$ cat config.mk
export PLATFORM = sky130hd
export DESIGN_NAME = board_status_text_parser
export DESIGN_NICKNAME = d
export VERILOG_FILES = /design/src/rtl/bstp_pkg.sv /design/src/rtl/bstp_digit_acc.sv /design/src/rtl/bstp_key_match.sv /design/src/rtl/board_status_text_parser.sv
export SDC_FILE = /design/constraint.sdc
export NUM_CORES = 1
export LEC_CHECK = 0
export BUFFER_PORTS_ARGS = -buffer_cell sky130_fd_sc_hd__buf_2
export CORE_ASPECT_RATIO = 0.5
export CORE_MARGIN = 1.5
export CORE_UTILIZATION = 55
export DETAILED_ROUTE_END_ITERATION = 10
export PLACE_DENSITY_LB_ADDON = 0.05
export REMOVE_ABC_BUFFERS = 1
export SLEW_MARGIN = 10
export SYNTH_ARGS = -nofsm -noshare
export SYNTH_HDL_FRONTEND = slang
export SYNTH_SLANG_ARGS = --single-unit
$ cat constraint.sdc
create_clock -name clk -period 7.8 [get_ports clk]
set_input_delay 0 -clock clk [delete_from_list [all_inputs] [get_ports clk]]
set_output_delay 0 -clock clk [all_outputs]
set_load 0.005 [all_outputs]
$ cat src/rtl/bstp_pkg.sv
// ----------------------------------------------------------------------------
// bstp_pkg
// Shared types and constants of the board status text parser: parser states,
// update kinds, character codes and the switch names.
// ----------------------------------------------------------------------------
package bstp_pkg;

    typedef enum logic [3:0] {
        ST_IDLE      = 4'd0,
        ST_KEY       = 4'd1,
        ST_KEY_BOOL  = 4'd2,
        ST_KEY_VALUE = 4'd3,
        ST_KEY_O     = 4'd4,
        ST_KEY_OF    = 4'd5,
        ST_KEY_NUM   = 4'd6,
        ST_KEY_NUM_M = 4'd7,
        ST_NUM       = 4'd8,
        ST_NUM_M     = 4'd9,
        ST_NUM_MX    = 4'd10,
        ST_NUM_MX_SL = 4'd11,
        ST_NUM_NUM_M = 4'd12
    } parse_state_t;

    typedef enum logic [2:0] {
        KIND_NONE      = 3'd0,
        KIND_VOLTAGE   = 3'd1,
        KIND_CURRENT   = 3'd2,
        KIND_REFERENCE = 3'd3,
        KIND_SWITCH    = 3'd4
    } update_kind_t;

    localparam int SWITCH_COUNT = 5;
    localparam int NAME_CHARS   = 4;

    localparam logic [7:0] CH_UPPER_A = 8'h41;
    localparam logic [7:0] CH_UPPER_Z = 8'h5A;
    localparam logic [7:0] CH_LOWER_A = 8'h61;
    localparam logic [7:0] CH_LOWER_Z = 8'h7A;
    localparam logic [7:0] CH_ZERO    = 8'h30;
    localparam logic [7:0] CH_NINE    = 8'h39;
    localparam logic [7:0] CH_M       = 8'h6D;
    localparam logic [7:0] CH_V       = 8'h76;
    localparam logic [7:0] CH_A       = 8'h61;
    localparam logic [7:0] CH_O       = 8'h6F;
    localparam logic [7:0] CH_N       = 8'h6E;
    localparam logic [7:0] CH_F       = 8'h66;
    localparam logic [7:0] CH_SLASH   = 8'h2F;
    localparam logic [7:0] CH_COLON   = 8'h3A;
    localparam logic [7:0] CH_EQUAL   = 8'h3D;

    // Switch names, first character in the lowest byte:
    // vbat, btn1, btn2, btn3, vbus.
    localparam logic [8*NAME_CHARS-1:0] SWITCH_NAME [SWITCH_COUNT] = '{
        32'h74616276,
        32'h316E7462,
        32'h326E7462,
        32'h336E7462,
        32'h73756276
    };

endpackage

$ cat src/rtl/bstp_digit_acc.sv
// ----------------------------------------------------------------------------
// bstp_digit_acc
// Appends one decimal digit to an unsigned number, saturating at all ones.
// ----------------------------------------------------------------------------
module bstp_digit_acc #(
    parameter int NUMBER_WIDTH = 16
) (
    input  logic [NUMBER_WIDTH-1:0] acc,
    input  logic [3:0]              digit,
    output logic [NUMBER_WIDTH-1:0] result
);

    localparam int WIDE_W = NUMBER_WIDTH + 4;

    logic [WIDE_W-1:0] wide_sum;

    assign wide_sum = {acc, 3'b000} + {1'b0, acc, 2'b00} + {3'b000, acc, 1'b0}
                      - {1'b0, acc, 2'b00} + WIDE_W'(digit);
    assign result = (wide_sum[WIDE_W-1:NUMBER_WIDTH] != 4'd0) ? '1
                                                                : wide_sum[NUMBER_WIDTH-1:0];

endmodule

$ cat src/rtl/bstp_key_match.sv
// ----------------------------------------------------------------------------
// bstp_key_match
// Compares a four character key with the five switch names and flags the hit.
// ----------------------------------------------------------------------------
module bstp_key_match (
    input  logic [8*bstp_pkg::NAME_CHARS-1:0] key_word,
    input  logic                              key_valid,
    output logic [bstp_pkg::SWITCH_COUNT-1:0] hit
);

    always_comb
    begin
        for (int i = 0; i < bstp_pkg::SWITCH_COUNT; i++)
        begin
            hit[i] = key_valid && (key_word == bstp_pkg::SWITCH_NAME[i]);
        end
    end

endmodule

$ cat src/rtl/board_status_text_parser.sv
// ----------------------------------------------------------------------------
// board_status_text_parser
// Parses a power board status text stream one character at a time.
// ----------------------------------------------------------------------------
// The slave channel takes one character per word in s_tdata. Letters are
// folded to lower case, and the parser recognizes voltage and current pairs,
// switch settings and a reference voltage. Every accepted character gives
// exactly one result word on the master channel, carrying the update kind
// caused by that character and the complete stored status after it.
// The result word is registered and is valid after the edge that accepts its
// character. Throughput is one word per cycle while the receiver takes every
// word, set by the single result register: s_tready is high whenever that
// register is empty or is being read in the same cycle. When the receiver
// stalls, the result word is held and s_tready drops until it is taken, so no
// word is lost. Reset returns the parser to idle, clears all numbers and switch
// flags and empties the result register.
// ----------------------------------------------------------------------------
module board_status_text_parser #(
    parameter int NUMBER_WIDTH    = 16,
    parameter int KEY_STORE_CHARS = 4
) (
    input  logic clk,
    input  logic rst_n,
    input  logic s_tvalid,
    output logic s_tready,
    // byte_in
    input  logic [7:0] s_tdata,
    output logic m_tvalid,
    input  logic m_tready,
    // update_kind, battery_on, button1_on, button2_on, button3_on,
    // usb_power_on, voltage_target_mv, voltage_measured_mv,
    // current_target_ma, current_measured_ma, reference_mv
    output logic [((8 + 5 * NUMBER_WIDTH + 7) / 8) * 8 - 1:0] m_tdata
);

    localparam int NW     = NUMBER_WIDTH;
    localparam int PACK_W = 8 + 5 * NUMBER_WIDTH;
    localparam int OUT_W  = ((PACK_W + 7) / 8) * 8;
    localparam int KIDX_W = $clog2(KEY_STORE_CHARS);
    localparam int KLEN_W = $clog2(KEY_STORE_CHARS + 2);
    localparam int SWN    = bstp_pkg::SWITCH_COUNT;

    bstp_pkg::parse_state_t state_reg, state_next;
    logic [NW-1:0]     first_reg, first_next;
    logic [NW-1:0]     second_reg, second_next;
    logic              vmode_reg, vmode_next;
    logic [7:0]        key_reg [KEY_STORE_CHARS];
    logic [KLEN_W-1:0] key_len_reg, key_len_next;
    logic              key_wr;
    logic [7:0]        key_wr_char;
    logic [KIDX_W-1:0] key_wr_idx;
    logic [SWN-1:0]    sw_reg, sw_next;
    logic [NW-1:0]     vt_reg, vt_next, vm_reg, vm_next;
    logic [NW-1:0]     ct_reg, ct_next, cm_reg, cm_next;
    logic [NW-1:0]     ref_reg, ref_next;
    logic              out_valid_reg;
    logic [OUT_W-1:0]  out_data_reg;

    bstp_pkg::update_kind_t kind;
    logic              accept;
    logic [7:0]        ch;
    logic              is_digit, is_alpha;
    logic [NW-1:0]     acc_in, acc_out;
    logic [NW-1:0]     digit_value;
    logic [SWN-1:0]    hit;
    logic              key_full;
    logic [8*bstp_pkg::NAME_CHARS-1:0] key_word;
    logic [PACK_W-1:0] pack;

    assign s_tready = !out_valid_reg || m_tready;
    assign accept   = s_tvalid && s_tready;
    assign m_tvalid = out_valid_reg;
    assign m_tdata  = out_data_reg;

    assign ch = (s_tdata >= bstp_pkg::CH_UPPER_A && s_tdata <= bstp_pkg::CH_UPPER_Z)
                ? (s_tdata | 8'h20) : s_tdata;
    assign is_digit    = (ch >= bstp_pkg::CH_ZERO && ch <= bstp_pkg::CH_NINE);
    assign is_alpha    = (ch >= bstp_pkg::CH_LOWER_A && ch <= bstp_pkg::CH_LOWER_Z);
    assign digit_value = NW'(ch[3:0]);
    assign acc_in      = (state_reg == bstp_pkg::ST_NUM_MX_SL) ? second_reg : first_reg;

    bstp_digit_acc #(
        .NUMBER_WIDTH(NUMBER_WIDTH)
    ) u_digit_acc (
        .acc   (acc_in),
        .digit (ch[3:0]),
        .result(acc_out)
    );

    always_comb
    begin
        for (int i = 0; i < bstp_pkg::NAME_CHARS; i++)
        begin
            key_word[8*i +: 8] = key_reg[i];
        end
    end

    assign key_full = (key_len_reg == KLEN_W'(bstp_pkg::NAME_CHARS));

    bstp_key_match u_key_match (
        .key_word (key_word),
        .key_valid(key_full),
        .hit      (hit)
    );

    always_comb
    begin
        state_next   = bstp_pkg::ST_IDLE;
        first_next   = first_reg;
        second_next  = second_reg;
        vmode_next   = vmode_reg;
        key_len_next = key_len_reg;
        key_wr       = 1'b0;
        key_wr_char  = ch;
        key_wr_idx   = key_len_reg[KIDX_W-1:0];
        sw_next      = sw_reg;
        vt_next      = vt_reg;
        vm_next      = vm_reg;
        ct_next      = ct_reg;
        cm_next      = cm_reg;
        ref_next     = ref_reg;
        kind         = bstp_pkg::KIND_NONE;
        unique case (state_reg)
            bstp_pkg::ST_NUM, bstp_pkg::ST_KEY_NUM:
            begin
                if (is_digit)
                begin
                    first_next = acc_out;
                    state_next = state_reg;
                end
                else if (ch == bstp_pkg::CH_M)
                begin
                    state_next = (state_reg == bstp_pkg::ST_NUM) ? bstp_pkg::ST_NUM_M
                                                                 : bstp_pkg::ST_KEY_NUM_M;
                end
            end
            bstp_pkg::ST_NUM_M:
            begin
                if (ch == bstp_pkg::CH_V)
                begin
                    vmode_next = 1'b1;
                    state_next = bstp_pkg::ST_NUM_MX;
                end
                else if (ch == bstp_pkg::CH_A)
                begin
                    vmode_next = 1'b0;
                    state_next = bstp_pkg::ST_NUM_MX;
                end
            end
            bstp_pkg::ST_NUM_MX:
            begin
                if (ch == bstp_pkg::CH_SLASH)
                begin
                    second_next = '0;
                    state_next  = bstp_pkg::ST_NUM_MX_SL;
                end
            end
            bstp_pkg::ST_NUM_MX_SL:
            begin
                if (is_digit)
                begin
                    second_next = acc_out;
                    state_next  = bstp_pkg::ST_NUM_MX_SL;
                end
                else if (ch == bstp_pkg::CH_M)
                begin
                    state_next = bstp_pkg::ST_NUM_NUM_M;
                end
            end
            bstp_pkg::ST_NUM_NUM_M:
            begin
                if (ch == bstp_pkg::CH_V && vmode_reg)
                begin
                    vt_next = first_reg;
                    vm_next = second_reg;
                    kind    = bstp_pkg::KIND_VOLTAGE;
                end
                else if (ch == bstp_pkg::CH_A && !vmode_reg)
                begin
                    ct_next = first_reg;
                    cm_next = second_reg;
                    kind    = bstp_pkg::KIND_CURRENT;
                end
            end
            bstp_pkg::ST_KEY:
            begin
                if (is_alpha || is_digit)
                begin
                    if (key_len_reg < KLEN_W'(KEY_STORE_CHARS))
                    begin
                        key_wr       = 1'b1;
                        key_len_next = key_len_reg + KLEN_W'(1);
                    end
                    else
                    begin
                        key_len_next = KLEN_W'(KEY_STORE_CHARS + 1);
                    end
                    state_next = bstp_pkg::ST_KEY;
                end
                else if (ch == bstp_pkg::CH_COLON)
                begin
                    state_next = bstp_pkg::ST_KEY_BOOL;
                end
                else if (ch == bstp_pkg::CH_EQUAL)
                begin
                    state_next = bstp_pkg::ST_KEY_VALUE;
                end
            end
            bstp_pkg::ST_KEY_BOOL:
            begin
                if (ch == bstp_pkg::CH_O)
                begin
                    state_next = bstp_pkg::ST_KEY_O;
                end
            end
            bstp_pkg::ST_KEY_O:
            begin
                if (ch == bstp_pkg::CH_F)
                begin
                    state_next = bstp_pkg::ST_KEY_OF;
                end
                else if (ch == bstp_pkg::CH_N && hit != '0)
                begin
                    sw_next = sw_reg | hit;
                    kind    = bstp_pkg::KIND_SWITCH;
                end
            end
            bstp_pkg::ST_KEY_OF:
            begin
                if (ch == bstp_pkg::CH_F && hit != '0)
                begin
                    sw_next = sw_reg & ~hit;
                    kind    = bstp_pkg::KIND_SWITCH;
                end
            end
            bstp_pkg::ST_KEY_VALUE:
            begin
                if (is_digit)
                begin
                    first_next = digit_value;
                    state_next = bstp_pkg::ST_KEY_NUM;
                end
            end
            bstp_pkg::ST_KEY_NUM_M:
            begin
                if (ch == bstp_pkg::CH_V)
                begin
                    ref_next = first_reg;
                    kind     = bstp_pkg::KIND_REFERENCE;
                end
            end
            default:
            begin
                if (is_digit)
                begin
                    first_next = digit_value;
                    state_next = bstp_pkg::ST_NUM;
                end
                else if (is_alpha)
                begin
                    key_wr       = 1'b1;
                    key_wr_idx   = '0;
                    key_len_next = KLEN_W'(1);
                    state_next   = bstp_pkg::ST_KEY;
                end
            end
        endcase
    end

    assign pack = {ref_next, cm_next, ct_next, vm_next, vt_next, sw_next, kind};

    always_ff @(posedge clk or negedge rst_n)
    begin
        if (!rst_n)
        begin
            state_reg     <= bstp_pkg::ST_IDLE;
            first_reg     <= '0;
            second_reg    <= '0;
            vmode_reg     <= 1'b0;
            key_len_reg   <= '0;
            sw_reg        <= '0;
            vt_reg        <= '0;
            vm_reg        <= '0;
            ct_reg        <= '0;
            cm_reg        <= '0;
            ref_reg       <= '0;
            out_valid_reg <= 1'b0;
        end
        else
        begin
            if (accept)
            begin
                state_reg   <= state_next;
                first_reg   <= first_next;
                second_reg  <= second_next;
                vmode_reg   <= vmode_next;
                key_len_reg <= key_len_next;
                sw_reg      <= sw_next;
                vt_reg      <= vt_next;
                vm_reg      <= vm_next;
                ct_reg      <= ct_next;
                cm_reg      <= cm_next;
                ref_reg     <= ref_next;
            end
            if (accept)
            begin
                out_valid_reg <= 1'b1;
            end
            else if (m_tready)
            begin
                out_valid_reg <= 1'b0;
            end
        end
    end

    // The key characters and the result word carry no reset.
    always_ff @(posedge clk)
    begin
        if (accept && key_wr)
        begin
            key_reg[key_wr_idx] <= key_wr_char;
        end
        if (accept)
        begin
            out_data_reg <= OUT_W'(pack);
        end
    end

endmodule

; ---- After elaboration in Yosys (flattened, before gate mapping)
; Memory sizes are Yosys's and may differ from the RTL's.
; Cells that the tools add are included.
[word_totals]
reg_bits = 214
ram_bits = 32
inputBits = 12
output_inout_bits = 90
elab_cells = 164
mem_count = 1
[classes]
addsub = 5
order_cmp = 7
n_eq_ne = 32
n_mux = 67
bitwise_logic = 5
n_reduce_logical = 34
[memory_table]
columns = name, words, width, rd, rd_ports_with_merged_regs, write_ports, line_no
row1 = key_reg, 4, 8, 4, 0, 1, board_status_text_parser.sv:47  ; logic [7:0] key_reg [KEY_STORE_CHARS];
[ops]
columns = op, n
row1 = 2-to-1 mux 16 bit, 17
row2 = "== test 32 x 30 -> 1 bit, second input constant", 3
row3 = "== test 32 x 31 -> 1 bit, second input constant", 2
row4 = case mux 16 bit (2 select lines), 2
row5 = "== test 8 x 7 -> 1 bit, second input constant", 6
row6 = 2-to-1 mux 4 bit, 9
row7 = case mux 4 bit (9 select lines), 1
row8 = 2-to-1 mux 3 bit, 10
row9 = "== test 8 x 6 -> 1 bit, second input constant", 3
row10 = adder 19 x 18 -> 20 bit, 1
row11 = adder 20 x 17 -> 20 bit, 1
row12 = adder 20 x 4 -> 20 bit, 1
row13 = "== test 4 bit, second input constant", 5
row14 = subtractor 20 x 18 -> 20 bit, 1
row15 = 2-to-1 mux 2 bit, 9
row16 = "== test 4 x 3 -> 1 bit, second input constant", 4
row17 = "greater-or-equal comparator 8 x 7 -> 1 bit, second input constant", 2
row18 = "less-or-equal comparator 8 x 7 -> 1 bit, second input constant", 2
row19 = 2-to-1 mux 5 bit, 3
row20 = logical AND 1 bit, 14
row21 = case mux 3 bit (4 select lines), 1
row22 = OR reduction 12 bit, 1
row23 = 2-to-1 mux 1 bit, 11
row24 = OR reduction 11 bit, 1
row25 = other kinds (29), 40

; ---- Logic depth before layout (Yosys ltp)
; Gate-level depths: netlist of run 1.
[depth]
word_depth = 11
depth_mapped = 21
mapped_depth_nobuf = 18

; ---- Hierarchy
; Synthesis of run 1 repeated with hierarchy kept, for this count alone.
[unflattened]
hier_cells = 979
hier_area_um2 = 12713.4
[by_module_without_submodules]
columns = mod, instances, cells_per_inst, area_each_um2, seq_area_each_um2
row1 = board_status_text_parser, 1, 708, 10403.7, 6756.5
row2 = bstp_digit_acc, 1, 244, 2080.7, 0.0
row3 = bstp_key_match, 1, 27, 229.0, 0.0

; ---- Least setup slack after synthesis of run 1
; OpenSTA, ideal clock, no wires.
[synth_path]
path_type = flip-flop to flip-flop
start = register state_reg[2]
end = register first_reg[2]
setup_time_ns = 0.135
t_arrival_ns = 5.394
required_ns = 7.665
path_slack_ns = 2.271
path_stages_with_launch = 21
n_path_buf = 3
period_less_slack_ns = 5.529
cell_sequence = dfrtp_1 clkbuf_1 nor2b_1 nand3_1 clkbuf_1 mux2i_1 ha_1 xnor2_1 fa_1 fa_1 inv_1 ha_1 fa_1 a211oi_1 o21ai_0 nand2_1 a311oi_1 or4_4 buf_6 nor4_1 o31ai_1
[synth_between]
elab_chain_len = 10
elab_cells_between_ends = 24
cone_classes = add/sub (4) / eq/ne (11) / mux (4) / bitwise (1) / reduce/logical (4)
[synth_lines]
columns = element, line_no
row1 = "start, declared", board_status_text_parser.sv:43  ; bstp_pkg::parse_state_t state_reg, state_next;
row2 = "start signal, assigned", board_status_text_parser.sv:276  ; state_reg <= bstp_pkg::ST_IDLE;
row3 = "start signal, assigned", board_status_text_parser.sv:293  ; state_reg <= state_next;
row4 = == test 4 bit, "board_status_text_parser.sv:80, board_status_text_parser.sv:123"
row5 = 2-to-1 mux 16 bit, board_status_text_parser.sv:80  ; assign acc_in = (state_reg == bstp_pkg::ST_NUM_MX_SL) ? second_reg : first_reg;
row6 = adder 19 x 18 -> 20 bit, bstp_digit_acc.sv:17  ; assign wide_sum = {acc, 3'b000} + {1'b0, acc, 2'b00} + {3'b000, acc, 1'b0}
row7 = adder 20 x 17 -> 20 bit, bstp_digit_acc.sv:17
row8 = subtractor 20 x 18 -> 20 bit, bstp_digit_acc.sv:18  ; - {1'b0, acc, 2'b00} + WIDE_W'(digit);
row9 = adder 20 x 4 -> 20 bit, bstp_digit_acc.sv:18
row10 = nonzero test 4 bit, bstp_digit_acc.sv:19  ; assign result = (wide_sum[WIDE_W-1:NUMBER_WIDTH] != 4'd0) ? '1
row11 = 2-to-1 mux 16 bit, bstp_digit_acc.sv:19
row12 = 2-to-1 mux 16 bit, board_status_text_parser.sv:126  ; if (is_digit)
row13 = case mux 16 bit (2 select lines), board_status_text_parser.sv:123  ; unique case (state_reg)
row14 = "end signal, assigned", board_status_text_parser.sv:294  ; first_reg <= first_next;
row15 = "end, declared", board_status_text_parser.sv:44  ; logic [NW-1:0] first_reg, first_next;
; Several ways; a longest one is shown, not always the timed one. The select of a mux whose other input is x is not followed.
; A chain may end at the register's enable or synchronous reset.

; ---- Worst setup path in the final report of run 1
[layout_path]
start = register state_reg[3]
end = register second_reg[11]
[layout_between]
elab_chain_len = 10
elab_cells_between_ends = 15
cone_classes = add/sub (4) / eq/ne (4) / mux (4) / reduce/logical (3)
[layout_lines]
columns = element, line_no
row1 = == test 4 bit, "board_status_text_parser.sv:80, board_status_text_parser.sv:123"
row2 = 2-to-1 mux 16 bit, board_status_text_parser.sv:80
row3 = adder 19 x 18 -> 20 bit, bstp_digit_acc.sv:17
row4 = adder 20 x 17 -> 20 bit, bstp_digit_acc.sv:17
row5 = subtractor 20 x 18 -> 20 bit, bstp_digit_acc.sv:18
row6 = adder 20 x 4 -> 20 bit, bstp_digit_acc.sv:18
row7 = nonzero test 4 bit, bstp_digit_acc.sv:19
row8 = 2-to-1 mux 16 bit, bstp_digit_acc.sv:19
row9 = 2-to-1 mux 16 bit, board_status_text_parser.sv:160  ; if (is_digit)
row10 = case mux 16 bit (2 select lines), board_status_text_parser.sv:123
row11 = "end signal, assigned", board_status_text_parser.sv:295  ; second_reg <= second_next;
row12 = "end, declared", board_status_text_parser.sv:45  ; logic [NW-1:0] second_reg, second_next;
; Several ways; a longest one is shown, not always the timed one. The select of a mux whose other input is x is not followed.

==> results of run 1 <==
[path summary, 6_finish.rpt]
path                                   to  cells past startpoint  slack [ns]
min                            cm_reg[15]                      2        0.16
min in group clk             state_reg[0]                      5        0.29
min reg2reg                     vt_reg[2]                      1        0.48
max                        second_reg[11]                     18        1.50
max in group asynchronous    first_reg[5]                      3        6.37
max reg2reg                second_reg[11]                     18        1.50
[area by class of cell]
cell class | count | area (sq um) | area share
multi-input cells | 595 | 5080 | 0.368
clock inverters | 16 | 174 | 0.0126
flip-flops and latches | 246 | 6760 | 0.490
well taps | 300 | 375 | 0.0272
repair buffers | 122 | 693 | 0.0502
clock buffers | 25 | 593 | 0.0430
inverters | 32 | 121 | 0.00880
[layout by cell type (no fill, tap or decap), types with 6 or more instances in the layout]
| cell type | count |
|---|---|
| a211oi_1 | 8 |
| a21o_1 | 8 |
| a21oi_1 | 24 |
| a22o_1 | 8 |
| buf_2 | 100 |
| buf_4 | 11 |
| clkbuf_16 | 23 |
| dfrtp_1 | 126 |
| dlygate4sd3_1 | 11 |
| edfxtp_1 | 120 |
| fa_1 | 17 |
| ha_1 | 38 |
| inv_1 | 31 |
| mux2_1 | 6 |
| mux2_2 | 130 |
| mux2_4 | 30 |
| mux2i_1 | 16 |
| nand2_1 | 72 |
| nand2b_1 | 9 |
| nand3_1 | 12 |
| nor2_1 | 24 |
| nor2b_1 | 7 |
| nor3_1 | 24 |
| nor3b_1 | 7 |
| o21ai_0 | 51 |
| xnor2_1 | 11 |
[repair_timing]
action / in CTS / in global routing
hold endpoints to repair: 107 / 0
hold buffers: 11 / 0
gates resized for setup: 0 / 0
[routing by layer]
metal | part of all wire | wire, microns | vias up | global-route usage
met5 | 0 | 0 | - | 0
met4 | 0.028 | 710 | 0 | 0.0719
met3 | 0.040 | 1020 | 45 | 0.0337
met2 | 0.45 | 11700 | 164 | 0.372
met1 | 0.48 | 12400 | 3822 | 0.339
li1 | - | - | 3590 | -
[power by group through the flow]
stage	logic (uW)	registers, uW	clock network, uW
finish	1440	1470	1150
global route	1610	1480	1230
CTS	1430	1470	1180
detailed placement	1410	1490	0
global placement	1420	1490	0
floorplan	1050	1480	0
[worst max-delay path, stage by stage (launching register included)]
cell and delay [ns]:
dfrtp_1 0.62, nor2b_1 0.35, nand3_1 0.12, buf_4 0.27, mux2i_1 0.45, ha_1 0.35
xnor2_1 0.24, fa_1 0.47, fa_1 0.51, inv_1 0.04, ha_1 0.24, fa_1 0.44
a211oi_1 0.40, o21ai_0 0.26, nand2_1 0.16, a311oi_1 0.09, or4_4 0.69, nor3_1 0.33
o21ai_0 0.12
[stage by stage]
step	power (uW)	util
floorplan	2530	-
global placement	2910	0.596
detailed placement	2900	0.596
CTS	4080	0.637
global route	4320	0.638
finish	4060	0.638
[cells by family (layout without fill, tap and decap cells)]
group,after synthesis,in the layout
mux,182,182
buf+inv,72,195
flops,246,246
simple gates,207,207
compound gates,136,136
xor+xnor,15,15
fa+ha+maj,55,55
==> summary.md, run 1 <==
| Metric | Value |
|---|---|
| Flops & latches, synth | 246 |
| Port Buf Inserts | 101 |
| Clk_lat worst skew | 0.53 ns |
| Vias in the first global route | 7837 |
| PwrDens | 294 mW/mm^2 |
| Vias per cell | 5.70 |
| Share of the synthesized area in the top cell type | 0.297 |
| Post-Place Cell Area | 0.0129 sq mm |
| Final min period | 6.30 ns |
| Non-Filler Instances | 1336 |
| Crit-path max FO | 20 |
| Starting Density | 0.561 |
| Clock Sinks | 246 |
| Max Cap Viol | 0 |
| IO Count | 102 |
| Fmax | 159 MHz |
| Hold WS | 0.159 ns |
| Clk root buf | clkbuf_16 |
| DRC viols | 0 |
| Final Instance Area | 0.0138 sq mm |
| Total GRT Usage | 0.235 |
| Chip height | 108 microns |
| Area contributors post-synth | edfxtp_1 (30%), dfrtp_1 (26%), mux2_2 (12%) |
| Post-synth top cells | mux2_2 (130), dfrtp_1 (126), edfxtp_1 (120) |
| Worst Setup End Kind | flip-flop |
| N_diodes | 0 |
| Setup Fix Bufs, Post-CTS | 0 |
| Num rows | 38 |
| Largest net degree at the start of global routing | 73 |
| Pleak | 0.00631 uW |
| Ys Warns | 0 |
| Share of cells above drive strength 1 | 0.319 |
| Cts bufs inserted | 23 |
| Worst Path Required | 8.20 ns |
| Slew headroom | 0.348 |
| Clock slew seen by the registers of the worst setup and hold paths | 0.07 ns |
| Final Max Tran Viols | 0 |
| First-pass GRT wire length | 42000 microns |
| Synth area leader | edfxtp_1 |
| Setup TNS | 0 ns |
| Critical Path Source | state_reg[3] |
| Vias | 7621 |
| Clock power frac | 0.284 |
| Mapped Cells | 913 |
| DRT antenna net count | 0 |
| Yosys cell types | 73 |
| CTS tree | yes |
| CP Class | reg -> reg |
| Initial antenna violation count | 0 |
| Comb power frac | 0.354 |
| Cells after DPL | 1284 |
| Die width | 213 microns |
| Area grow syn2layout | 13.7% |
| DP Worst Slack | 1.55 ns |
| Sequential power share | 0.362 |
| WL per Instance | 19.3 microns |
| Post-synth EDFFs | 120 |
| Largest family of logic cells by synthesized area | multiplexers |
| Primary FF master, synth | dfrtp_1 |
| Status | complete, no violations |
| Worst-Margin Slew | 0.975 ns |
| Worst vdd ir | 0.210 mV |
| Crit start category | flip-flop |
| Mux share of post-synthesis cell area | 0.176 |
| Sw frac | 0.353 |
| Arr. time, crit path | 6.69 ns |
| Count leader, synth | mux2_2 |
| Final Skew | 0.0169 ns |
| Critical R2R Launch | state_reg[3] |
| Largest register FFs | 88 |
| Compound-gate portion of the synthesized area | 0.0717 |
| Initial DRC Count | 458 |
| RSZ-0062 raised after global routing | no |
| Sw Pwr | 1430 uW |
| Hold Crit Class | in -> async |
| Synth Area per Inst | 13.3 sq um |
| Synth Area in Simple Gates | 0.0898 |
| H-tree levels | 1 |
| Synth Area in XOR/XNOR | 0.0108 |
| Total gr overflow | 0 |
| Fill cells | 1651 |
| Gpl congestion | 0.893 |
| Ys async rst share | 0.512 |
| Area share of fa/ha/maj cells after synthesis | 0.0672 |
| Pre-antenna DRT Iters | 5 |
| DRT Wirelength | 25800 microns |
| CORE AREA | 0.0216 sq mm |
| Final setup violating endpoints | 0 |
| Nets | 1087 |
| Worst setup margin | 1.50 ns |
| Longest Clk Path Bufs | 3 |
| Register area share after synthesis | 0.557 |
| Int Power | 2630 uW |
| Post-Syn Area | 0.0121 sq mm |
| Die ar. | 0.0230 sq mm |
| Final HPWL DP | 16800 microns |
| Final Hold Fails | 0 |
| Tcrit/Tclk final | 0.807 |
No activity file was read; power rests on OpenSTA's default activity.
==> run 2, diff against run 1 <==
--- a/config.mk
+++ b/config.mk
@@ -5,6 +5,7 @@
 export SDC_FILE = /design/constraint.sdc
 export NUM_CORES = 1
 export LEC_CHECK = 0
+export ABC_AREA = 1
 export BUFFER_PORTS_ARGS = -buffer_cell sky130_fd_sc_hd__buf_2
 export CORE_ASPECT_RATIO = 0.5
 export CORE_MARGIN = 1.5
==> constraint.sdc (replaced) <==
create_clock -name clk -period 5.2 [get_ports clk]
set_input_delay 0 -clock clk [delete_from_list [all_inputs] [get_ports clk]]
set_output_delay 0 -clock clk [all_outputs]
set_load 0.005 [all_outputs]
==> run 2 against run 1 <==
Die area up 3.0%; combinational power rose to 3.1 times the previous value; first-iteration DRC count up 63%; critical path depth increased by 6; utilization about the same; worst setup slack worse by 1.0 ns; fmax grew 34%; critical path type unchanged; critical endpoint is now first_reg[4]; synthesized area up 3.1%; final area up 1.8%; power up 110%.
==> summary.md, run 2 <==
| Metric | Value |
|---|---|
| Initial antenna violation count | 0 |
| Slew headroom | 0.222 |
| Post-synth top cells | nand2_1 (447), inv_1 (138), dfrtp_1 (126) |
| Comb power frac | 0.529 |
| DRT antenna net count | 0 |
| Ys Warns | 0 |
| Register area share after synthesis | 0.540 |
| Longest Clk Path Bufs | 3 |
| Reg-to-Reg End | first_reg[4] |
| Total chip power | 8500 uW |
| Share of the synthesized area in the top cell type | 0.288 |
| CORE AREA | 0.0220 sq mm |
| H-tree levels | 1 |
| CP top delay family | adder cells |
| WP buf/inv | 3 |
| CP Class | reg -> reg |
| Hold WS | 0.0976 ns |
| Final Skew | 0.0150 ns |
| Ys async rst share | 0.512 |
| Tcrit/Tclk final | 0.906 |
| Synth Area per Inst | 9.07 sq um |
| Final HPWL DP | 19400 microns |
| Arr. time, crit path | 5.11 ns |
| Port Buf Inserts | 101 |
| RSZ-0062 raised after global routing | no |
| Mapped Cells | 1380 |
| Hold path depth | 5 |
| Die ar. | 0.0237 sq mm |
| Count leader, synth | nand2_1 |
| Largest register FFs | 88 |
| Post-Syn Area | 0.0125 sq mm |
| Clock slew seen by the registers of the worst setup and hold paths | 0.06 ns |
| Primary FF master, synth | dfrtp_1 |
| Hold Crit Class | in -> reg |
| R2R cell count | 24 |
| Commonest non-fill, non-tap cell in the layout | nand2_1 |
| Worst Setup End Kind | flip-flop |
| Post-synth EDFFs | 120 |
| Nets | 1551 |
| Vias per cell | 5.31 |
| Status | complete, no violations |
| Critical R2R Launch | state_reg[1] |
| Clock power frac | 0.185 |
| Sw Pwr | 3650 uW |
| Fmax | 212 MHz |
| Chip height | 110 microns |
| Vias in the first global route | 9320 |
| Total GRT Usage | 0.245 |
| Area contributors post-synth | edfxtp_1 (29%), dfrtp_1 (25%), nand2_1 (13%) |
| Final Hold Fails | 0 |
| R2R Setup Slk | 0.49 ns |
| Vias | 9555 |
| Max Cap Viol | 0 |
| Yosys cell types | 46 |
| Starting Density | 0.569 |
| Pleak | 0.00650 uW |
| Sw frac | 0.429 |
| Crit start category | flip-flop |
| Worst Path Required | 5.60 ns |
| Total gr overflow | 0 |
| DRC viols | 0 |
| Worst-Margin Slew | 1.16 ns |
| Final setup violating endpoints | 0 |
| DP Worst Slack | 0.345 ns |
| Worst setup margin | 0.490 ns |
| Worst vdd ir | 0.495 mV |
| PwrDens | 605 mW/mm^2 |
| Delay of the slowest critical-path stage | 0.49 ns |
| CTS tree | yes |
| Final Max Tran Viols | 0 |
| Largest net degree at the start of global routing | 90 |
| Hold endpoint | sw_reg[3] |
| First-pass GRT wire length | 46300 microns |
| Clock Sinks | 246 |
| Worst path cell trace | nand2_1, inv_2, nand2_2, o21ai_2, ha_1, xor2_1, fa_1, fa_1, inv_1, ha_1, fa_1, nand3_1, nand2_1, nand2_1, nand2_1, nand2_1, nand2_1, nand2_1, nand2_1, nor2_1, buf_4, nand2_1, o21ai_1, nand2_1 |
| WL per Instance | 15.6 microns |
| N_diodes | 0 |
| Final min period | 4.71 ns |
| Core Util, Final | 0.638 |
| Crit-path max FO | 16 |
| Clk root buf | clkbuf_16 |
| Most frequent cells in the layout | nand2_1 (446), inv_1 (138), dfrtp_1 (126) |
| Worst Hold Launch | s_tvalid |
| Slowest CP cell | fa_1 |
| IO Count | 102 |
| Synth area leader | edfxtp_1 |
| DRT Wirelength | 28000 microns |
| Num rows | 38 |
| Int Power | 4850 uW |
| Initial DRC Count | 746 |
| Gpl congestion | 0.930 |
| Flops & latches, synth | 246 |
| Area grow syn2layout | 12.2% |
| Die width | 216 microns |
| Cts bufs inserted | 22 |
| Pre-antenna DRT Iters | 5 |
| Crit-path most repeated cell | nand2_1 |
| Share of cells above drive strength 1 | 0.145 |
| Clk_lat worst skew | 0.52 ns |
| Sequential power share | 0.287 |
run 2: cell types whose count changed in the layout (fill, tap and decap cells not counted), moves of 18 or more:
cell,previous run,this run
a21oi_2,0,18
inv_1,31,138
mux2_2,130,0
mux2_4,30,0
nand2_1,72,446
nand3_1,12,51
nor2_1,24,115
o21ai_1,1,28
o21ai_2,1,30
run 2: power by group through the flow:
stage | registers (uW) | logic [uW] | clock network [uW]
after floorplan | 2450 | 3200 | 0
final | 2440 | 4490 | 1570
after global placement | 2470 | 4440 | 0
after global routing | 2460 | 5140 | 1680
after CTS | 2440 | 4470 | 1600
after detailed placement | 2470 | 4410 | 0
run 2: worst max-delay path by stage:
stage / cells past startpoint / slack (ns) / endpoint / from
floorplan: 22 / -0.36 / first_reg[4] / state_reg[2]
global placement: 24 / 0.49 / first_reg[4] / state_reg[3]
detailed placement: 24 / 0.35 / first_reg[4] / state_reg[3]
CTS: 24 / 0.31 / first_reg[4] / state_reg[3]
global route: 25 / 0.04 / first_reg[4] / state_reg[3]
finish: 24 / 0.49 / first_reg[4] / state_reg[1]
run 2: final cells by class:
cell class	count	area [sq um]
Clock buffer	35	661
Clock inverter	5	25.0
Fill cell	1821	7970
Inverter	152	576
Multi-Input combinational cell	937	4930
Sequential cell	246	6760
Tap cell	300	375
Timing Repair Buffer	125	713
run 2: timing repair:
action / CTS / global route
buffers inserted: 0 / 0
hold buffers: 10 / 0
endpoints found under the hold margin: 108 / 0
endpoints found under the setup margin: 0 / 30
gates resized for setup: 0 / 3
run 2: logic make-up after synthesis:
group / synth area share
simple gates: 0.217
xor+xnor: 0.00980
compound gates: 0.102
fa+ha+maj: 0.0652
buf+inv: 0.0664
flops: 0.540
run 2: tightest hold or removal path, stage by stage:
cell and delay, ns:
buf_2 0.10, nand2_1 0.14, inv_6 0.17, nand2_1 0.12, nand2_1 0.04
run 2: per-layer routing:
metal  GRT usage  part of all wire  routed length, microns
met1       0.341              0.47                   13000
met2       0.398              0.46                   12900
met3      0.0434             0.052                    1460
met4      0.0734             0.022                     607
met5           0                 0                       0
run 2: per-stage QoR:
step / instance area [sq um] / TNS, ns / cells
final: 14000 / 0 / 1800
after global routing: 14000 / 0 / 1800
after CTS: 14000 / 0 / 1800
after detailed placement: 13200 / 0 / 1750
after global placement: 13200 / 0 / 1750
after floorplan: 12300 / -7.66 / 1335
